<file path="config.mk">
export PLATFORM = sky130hd
export DESIGN_NAME = rtcm3_frame_sync_crc24q
export DESIGN_NICKNAME = d
export VERILOG_FILES = /design/src/rtl/rfs_pkg.sv /design/src/rtl/rfs_parser.sv /design/src/rtl/rfs_out_buf.sv /design/src/rtl/rtcm3_frame_sync_crc24q.sv
export SDC_FILE = /design/constraint.sdc
export NUM_CORES = 1
export LEC_CHECK = 0
export BUFFER_PORTS_ARGS = -buffer_cell sky130_fd_sc_hd__buf_4
export CORE_AREA = 5 5 166 168
export DETAILED_ROUTE_END_ITERATION = 16
export DIE_AREA = 0 0 171 173
export PLACE_DENSITY = 0.42
export SYNTH_ARGS = -nofsm -noshare
export SYNTH_HDL_FRONTEND = slang
export SYNTH_SLANG_ARGS = --single-unit
</file>
<file path="constraint.sdc">
create_clock -name clk -period 5.8 [get_ports clk]
set_clock_uncertainty 0.05 [all_clocks]
set_input_delay 0.58 -clock clk [delete_from_list [all_inputs] [get_ports clk]]
set_output_delay 0.58 -clock clk [all_outputs]
set_load 0.03 [all_outputs]
</file>
<file path="src/rtl/rfs_pkg.sv">
`default_nettype none
// ----------------------------------------------------------------------------
// rfs_pkg: shared types and constants for the RTCM3 frame finder
//
// Item types for both channels, framing constants, event codes and the
// one-byte CRC-24Q update.
// ----------------------------------------------------------------------------
package rfs_pkg;

  // Framing constants.
  localparam logic [7:0]  PREAMBLE           = 8'hD3;
  localparam logic [7:0]  RESERVED_MASK      = 8'hFC;
  localparam logic [7:0]  LENGTH_HIGH_MASK   = 8'h03;
  localparam logic [10:0] FRAME_OVERHEAD     = 11'd6;
  localparam logic [10:0] FRAME_BUFFER_BYTES = 11'd1029;
  localparam logic [10:0] MAX_FRAME_RESET    = 11'd1029;
  localparam logic [23:0] CRC24Q_POLY        = 24'h864CFB;

  // End-of-frame event codes.
  localparam logic [1:0] EVENT_NONE     = 2'd0;
  localparam logic [1:0] EVENT_GOOD_CRC = 2'd1;
  localparam logic [1:0] EVENT_BAD_CRC  = 2'd2;
  localparam logic [1:0] EVENT_REJECT   = 2'd3;

  // Positions that the parser treats specially.
  localparam logic [10:0] POS_HUNT   = 11'd0;
  localparam logic [10:0] POS_HEADER = 11'd1;
  localparam logic [10:0] POS_LENGTH = 11'd2;
  localparam logic [10:0] POS_BODY   = 11'd3;

  typedef struct packed {
    logic [7:0] data_byte;
    logic       flush_parser;
  } in_item_t;

  typedef struct packed {
    logic [7:0]  echo_byte;
    logic        byte_in_frame;
    logic [10:0] frame_position;
    logic [1:0]  frame_event;
    logic [10:0] frame_length;
  } out_item_t;

  // Result handed from the parser to the output buffer.
  typedef struct packed {
    logic      valid;
    out_item_t item;
  } result_t;

  // CRC-24Q over one byte, MSB first, no reflection.
  function automatic logic [23:0] crc24q_byte(input logic [23:0] crc_in,
                                              input logic [7:0]  data);
    logic [23:0] crc;
    logic        top;
    crc = crc_in ^ {data, 16'h0000};
    for (int i = 0; i < 8; i++) begin
      top = crc[23];
      crc = {crc[22:0], 1'b0};
      if (top) begin
        crc = crc ^ CRC24Q_POLY;
      end
    end
    return crc;
  endfunction

endpackage
`default_nettype wire

</file>
<file path="src/rtl/rfs_parser.sv">
`default_nettype none
// ----------------------------------------------------------------------------
// rfs_parser: frame state and CRC for one byte per cycle while accept is high
//
// Holds the parse state and the maximum frame length register. Every
// accepted item updates the state and yields one result in the same cycle.
// ----------------------------------------------------------------------------
module rfs_parser (
  input  wire logic              clk,
  input  wire logic              rst,
  input  wire logic              accept,
  input  wire rfs_pkg::in_item_t in_item,
  input  wire logic              cfg_write,
  input  wire logic [10:0]       cfg_data,
  output rfs_pkg::result_t       result
);
  import rfs_pkg::*;

  logic [10:0] max_frame_bytes;
  logic [10:0] bytes_held, bytes_held_next;
  logic [10:0] expected_total, expected_total_next;
  logic [1:0]  length_high_bits, length_high_bits_next;
  logic [23:0] running_crc, running_crc_next;

  logic [23:0] crc_step;
  logic [23:0] crc_first;
  logic [10:0] total;
  logic [10:0] held_inc;
  logic [7:0]  b;

  // Configuration register.
  always_ff @(posedge clk) begin
    if (rst) begin
      max_frame_bytes <= MAX_FRAME_RESET;
    end else if (cfg_write) begin
      max_frame_bytes <= cfg_data;
    end
  end

  assign b         = in_item.data_byte;
  assign crc_step  = crc24q_byte(running_crc, b);
  assign crc_first = crc24q_byte(24'h000000, b);
  assign total     = {1'b0, length_high_bits, b} + FRAME_OVERHEAD;
  assign held_inc  = bytes_held + 11'd1;

  // Next state and result for the current byte.
  always_comb begin
    bytes_held_next       = bytes_held;
    expected_total_next   = expected_total;
    length_high_bits_next = length_high_bits;
    running_crc_next      = running_crc;
    result.valid               = accept;
    result.item.echo_byte      = b;
    result.item.byte_in_frame  = 1'b0;
    result.item.frame_position = POS_HUNT;
    result.item.frame_event    = EVENT_NONE;
    result.item.frame_length   = 11'd0;

    if (in_item.flush_parser) begin
      bytes_held_next       = POS_HUNT;
      expected_total_next   = 11'd0;
      length_high_bits_next = 2'd0;
      running_crc_next      = 24'h000000;
    end else if (bytes_held == POS_HUNT) begin
      if (b == PREAMBLE) begin
        running_crc_next          = crc_first;
        bytes_held_next           = POS_HEADER;
        result.item.byte_in_frame = 1'b1;
      end
    end else if (bytes_held == POS_HEADER) begin
      if ((b & RESERVED_MASK) != 8'h00) begin
        // Reserved bits set: reject, but a preamble byte starts over.
        result.item.frame_event = EVENT_REJECT;
        bytes_held_next         = POS_HUNT;
        expected_total_next     = 11'd0;
        length_high_bits_next   = 2'd0;
        running_crc_next        = 24'h000000;
        if (b == PREAMBLE) begin
          running_crc_next          = crc_first;
          bytes_held_next           = POS_HEADER;
          result.item.byte_in_frame = 1'b1;
        end
      end else begin
        length_high_bits_next      = b[1:0] & LENGTH_HIGH_MASK[1:0];
        running_crc_next           = crc_step;
        bytes_held_next            = POS_LENGTH;
        result.item.byte_in_frame  = 1'b1;
        result.item.frame_position = POS_HEADER;
      end
    end else if (bytes_held == POS_LENGTH) begin
      if (total > max_frame_bytes || total > FRAME_BUFFER_BYTES) begin
        result.item.frame_event = EVENT_REJECT;
        bytes_held_next         = POS_HUNT;
        expected_total_next     = 11'd0;
        length_high_bits_next   = 2'd0;
        running_crc_next        = 24'h000000;
      end else begin
        expected_total_next        = total;
        running_crc_next           = crc_step;
        bytes_held_next            = POS_BODY;
        result.item.byte_in_frame  = 1'b1;
        result.item.frame_position = POS_LENGTH;
      end
    end else begin
      // Payload and CRC bytes.
      running_crc_next           = crc_step;
      bytes_held_next            = held_inc;
      result.item.byte_in_frame  = 1'b1;
      result.item.frame_position = bytes_held;
      if (held_inc >= expected_total) begin
        result.item.frame_event  = (crc_step == 24'h000000) ? EVENT_GOOD_CRC
                                                            : EVENT_BAD_CRC;
        result.item.frame_length = held_inc;
        bytes_held_next          = POS_HUNT;
        expected_total_next      = 11'd0;
        length_high_bits_next    = 2'd0;
        running_crc_next         = 24'h000000;
      end
    end
  end

  // Parse state registers.
  always_ff @(posedge clk) begin
    if (rst) begin
      bytes_held       <= POS_HUNT;
      expected_total   <= 11'd0;
      length_high_bits <= 2'd0;
      running_crc      <= 24'h000000;
    end else if (accept) begin
      bytes_held       <= bytes_held_next;
      expected_total   <= expected_total_next;
      length_high_bits <= length_high_bits_next;
      running_crc      <= running_crc_next;
    end
  end

endmodule
`default_nettype wire

</file>
<file path="src/rtl/rfs_out_buf.sv">
`default_nettype none
// ----------------------------------------------------------------------------
// rfs_out_buf: output register with skid stage
//
// Registers each result and parks one more item while the output stalls,
// so the input side keeps flowing until both places are full.
// ----------------------------------------------------------------------------
module rfs_out_buf (
  input  wire logic              clk,
  input  wire logic              rst,
  input  wire rfs_pkg::result_t  result,
  output logic                   full,
  output logic                   out_valid,
  input  wire logic              out_stall,
  output rfs_pkg::out_item_t     out_item
);
  import rfs_pkg::*;

  logic      skid_valid;
  out_item_t skid_item;
  logic      main_free;

  assign main_free = !out_valid || !out_stall;
  assign full      = skid_valid;

  // Valid flags.
  always_ff @(posedge clk) begin
    if (rst) begin
      out_valid  <= 1'b0;
      skid_valid <= 1'b0;
    end else if (main_free) begin
      out_valid  <= skid_valid || result.valid;
      skid_valid <= 1'b0;
    end else if (result.valid) begin
      skid_valid <= 1'b1;
    end
  end

  // Payload registers; the skid item always goes out first.
  always_ff @(posedge clk) begin
    if (main_free) begin
      if (skid_valid) begin
        out_item <= skid_item;
      end else if (result.valid) begin
        out_item <= result.item;
      end
    end else if (result.valid) begin
      skid_item <= result.item;
    end
  end

endmodule
`default_nettype wire

</file>
<file path="src/rtl/rtcm3_frame_sync_crc24q.sv">
`default_nettype none
// ----------------------------------------------------------------------------
// rtcm3_frame_sync_crc24q: RTCM3 frame finder with CRC-24Q check
//
// Takes one receiver byte per item and reports frame position and events.
// ----------------------------------------------------------------------------
// The block accepts one byte every clock cycle while in_stall is low and
// returns exactly one result item per input item. The frame state and the
// one-byte CRC-24Q update sit between the input handshake and the output
// register. A two-place output buffer lets the input keep going for one
// item while the output stalls; in_stall rises only when both places hold
// items. A flush item returns the parser to preamble hunting. The register
// max_frame_bytes resets to 1029 and is written via cfg_write and cfg_data;
// the user must write it only while the block is idle; nothing enforces it.
module rtcm3_frame_sync_crc24q (
  input  wire logic               clk,
  input  wire logic               rst,
  input  wire logic               in_valid,
  output logic                    in_stall,
  input  wire rfs_pkg::in_item_t  in_item,
  output logic                    out_valid,
  input  wire logic               out_stall,
  output rfs_pkg::out_item_t      out_item,
  input  wire logic               cfg_write,
  input  wire logic [10:0]        cfg_data
);
  import rfs_pkg::*;

  logic    accept;
  result_t result;
  logic    buf_full;

  assign in_stall = buf_full;
  assign accept   = in_valid && !buf_full;

  // Frame parser and CRC.
  rfs_parser u_parser (
    .clk       (clk),
    .rst       (rst),
    .accept    (accept),
    .in_item   (in_item),
    .cfg_write (cfg_write),
    .cfg_data  (cfg_data),
    .result    (result)
  );

  // Output register and skid stage.
  rfs_out_buf u_out_buf (
    .clk       (clk),
    .rst       (rst),
    .result    (result),
    .full      (buf_full),
    .out_valid (out_valid),
    .out_stall (out_stall),
    .out_item  (out_item)
  );

endmodule
`default_nettype wire

</file>
==> qor.csv <==
stage,metric,value,unit
outcome,result of the run,finished clean,
detailed_routing,DRT iter0 DRCs,331,
pwr,areal power density over the cells,302,nW/um^2
detailed_routing,total length of routed wires,22600,um
cts,clock edge transition at the registers on the reported setup and hold paths,70,ps
cts,number of setup buffers added after CTS,0,
worst_setup_path,reg-to-reg critical path startpoint,u_parser.running_crc[23],
layout,synth-to-layout area growth,17.2,%
grt,antenna violations before repair,0,
synth,number of instances in the synthesized netlist,761,
pwr,P_leak,3.32,nW
synth,proportion of netlist area held by the largest area contributor,26.0,%
grt,pin count of the biggest net entering global routing,47,
cts,post-CTS resize count,0,
layout,diode insertion count for antenna repair,0,
cts,insertion delay of the later-clocked pin in the worst-skew pair,420,ps
worst_setup_path,Critical Path Slowest Stage Cell,xor3_2,
pwr,post-layout total power,2.70,mW
detailed_routing,post-detailed-route DRC marker count,0,
worst_setup_path,worst-path fanout max,9,
sta,final worst path period share,84.0,%
floorplan,Initial Util,29.6,%
grt,via count of the first global-routing pass,5912,
synth,Syn Std Cell Area,7620,um^2
synth,number of nets in the synthesized netlist,817,
floorplan,CORE AREA,25800,um^2
floorplan,die outline height,173,um
sta,Max Clk Rate,205,MHz
grt,wire length of the first global-routing pass,35500,um
synth,part of the Yosys area used for sequential elements,42.1,%
place,DP Wirelength,16800,um
worst_setup_path,required time of the critical path,5920,ps
worst_setup_path,critical path class,reg2reg,
layout,share of cells above drive strength 1,18.1,%
detailed_routing,Via-to-Cell Ratio,5.07,
floorplan,total I/O pin count,60,
detailed_routing,Avg WL per Cell,19.6,um
cts,clock net sink count,127,
grt,global route total overflow,0,
hold_path,Hold Crit Class,in2reg,
worst_setup_path,cell family contributing the most delay on the critical path,XOR/XNOR gates,
layout,"most common cell after layout, fill and taps aside",nand2_1,
cts,number of clock buffers inserted by TritonCTS,17,
synth,warnings from Yosys,0,
detailed_routing,remaining number of nets flagged by the antenna check after routing,0,
detailed_routing,number of vias after detailed routing,5857,
worst_setup_path,reg-to-reg endpoint,u_out_buf.out_item[12],
hold_path,beginning of the worst hold path,cfg_data[2],
synth,prevailing post-synth register cell,edfxtp_1,
floorplan,floorplan die width,171,um
flow_run,max_cap viols,0,
hold_path,worst hold endpoint,u_parser.max_frame_bytes[2],
cts,Clock Tree Root,clkbuf_16,
synth,count of unique library cells instantiated by Yosys,77,
floorplan,die area,29600,um^2
worst_setup_path,startpoint type of the worst setup path,flop,
detailed_routing,met2 routed WL,10900,um
detailed_routing,top layer in use,met4,
worst_setup_path,worst-case reg-to-reg path depth,13,
sta,sum of negative setup slack,0,ps
layout,Final nets,864,
detailed_routing,iteration count of the initial detailed-routing pass,5,
synth,fraction of synthesis flops using an asynchronous set or reset pin,0,%
hold_path,hold path depth,3,
cts,clock tree from TritonCTS,done,
layout,Fill cells,2603,
synth,mean area per synthesized cell,10.0,um^2
pwr,Peak VDD IR,0.182,mV
cts,number of levels the H-tree was split into,4,
worst_setup_path,CP peak stage delay,600,ps
worst_setup_path,buffer and inverter count on the worst path,0,
floorplan,placement row count,59,
sta,worst relative slew slack,15.4,%
synth,count of flip-flops with a built-in enable after synthesis,66,
worst_setup_path,CP Cell Sequence,xnor2_1 -> xor2_2 -> xor3_2 -> xnor2_1 -> ha_1 -> xnor3_2 -> xnor3_1 -> xnor3_1 -> nand3_1 -> a2111o_1 -> and4bb_1 -> o31ai_2 -> mux2_4,
cts,hold bufs inserted after CTS,0,
synth,leading area contributor after synthesis,edfxtp_1,
grt,GRT Overall Usage,15.4,%
worst_setup_path,minimum setup slack among reg-to-reg paths,930,ps
sta,Max Slew Vio Count,0,
synth,cells taking the most area after synthesis,"edfxtp_1, dfxtp_1, xnor2_1",
sta,setup repair after global routing missed its margin,no,
cts,worst-case clock buffer depth,2,
worst_setup_path,Critical Path Sink Type,flop,
layout,most used cells in the layout excluding fill and tap cells,"nand2_1, buf_4, edfxtp_1",
place,routability congestion estimate,0.854,
sta,Least-Margin Pin Slew,1260,ps
detailed_routing,Met1 Routed Length,10800,um
sta,final-report setup violation count,0,
worst_setup_path,worst endpoint data arrival time,4990,ps
place,buffers added on ports,59,
sta,final critical-path required period,4870,ps
sta,number of hold violations in the final report,0,
synth,"FF+latch count, synth",127,
detailed_routing,length of routed met3 wiring,731,um
==> worst reg2reg max path, cell delays in order (launching register included) <==
cell,delay (ps)
dfxtp_1,410
xnor2_1,380
xor2_2,350
xor3_2,600
xnor2_1,170
ha_1,500
xnor3_2,410
xnor3_1,370
xnor3_1,270
nand3_1,90
a2111o_1,350
and4bb_1,310
o31ai_2,80
mux2_4,280
==> flip-flops by register name (all words and copies together) (netlist names) <==
| name | cells |
|---|---|
| u_out_buf.out_item | 33 |
| u_out_buf.skid_item | 33 |
| u_parser.running_crc | 24 |
| u_parser.bytes_held | 11 |
| u_parser.expected_total | 11 |
| u_parser.max_frame_bytes | 11 |
| u_parser.length_high_bits | 2 |
| u_out_buf.full | 1 |
| u_out_buf.out_valid | 1 |
==> worst max path at each step <==
stage / slack (ps) / start / cells past startpoint / end
after floorplan: 1240 / in_item[8] / 15 / u_out_buf.out_item[12]
final: 930 / u_parser.running_crc[23] / 13 / u_out_buf.out_item[12]
after global routing: 670 / u_parser.running_crc[23] / 13 / u_out_buf.out_item[12]
after global placement: 680 / in_item[8] / 14 / u_out_buf.out_item[12]
after CTS: 900 / u_parser.running_crc[23] / 13 / u_out_buf.out_item[12]
after detailed placement: 630 / in_item[8] / 14 / u_out_buf.out_item[12]
==> synthesized netlist by cell type, types with 23 or more instances <==
library cell  instances
o21ai_0              26
nor2b_1              23
inv_1                38
dfxtp_1              61
xnor2_1              59
a21oi_1              48
mux2_2               23
ha_1                 31
nand3_1              32
nand2_1              69
edfxtp_1             66
nor2_1               54
==> per-stage QoR <==
stage / utilization (%) / hold slack, ps / worst slack (ps) / cells / area (um^2)
after floorplan: - / 382 / 1240 / 761 / 7620
after global placement: 32.4 / 402 / 679 / 1124 / 8350
after detailed placement: 32.4 / 401 / 630 / 1124 / 8350
after CTS: 34.7 / 317 / 904 / 1156 / 8930
after global routing: 34.7 / 337 / 667 / 1156 / 8930
final: 34.7 / 330 / 927 / 1156 / 8930
==> logic make-up after synthesis <==
logic type               after synthesis  synth area share [%]
AO/OA/AOI/OAI                        148                  13.0
XOR/XNOR                              92                  13.7
adder cells (fa/ha/maj)               31                  5.09
buffers and inverters                 77                  4.67
flip-flops                           127                  42.1
multiplexers                          37                  5.31
AND/OR/NAND/NOR                      249                  16.2
==> report_power, final <==
| group | internal, mW | switching, mW |
|---|---|---|
| registers | 0.974 | 0.0141 |
| clock network | 0.569 | 0.488 |
| logic | 0.273 | 0.378 |
| total | 1.82 | 0.880 |
==> final cells by class <==
class	instances	area [um^2]	area share, %
multi-input cells	557	4090	45.8
flip-flops and latches	127	3200	35.9
clock buffers	17	425	4.77
clock inverters	15	148	1.65
repair buffers	66	495	5.55
inverters	39	146	1.64
well taps	335	419	4.70
==> metal layers <==
| layer | global-route usage, % | up-vias |
|---|---|---|
| met3 | 2.15 | 20 |
| met4 | 3.43 | 0 |
| li1 | - | 2839 |
| met2 | 25.3 | 128 |
| met1 | 21.4 | 2870 |
| met5 | 0 | - |
(Power assumes the default switching activity.)
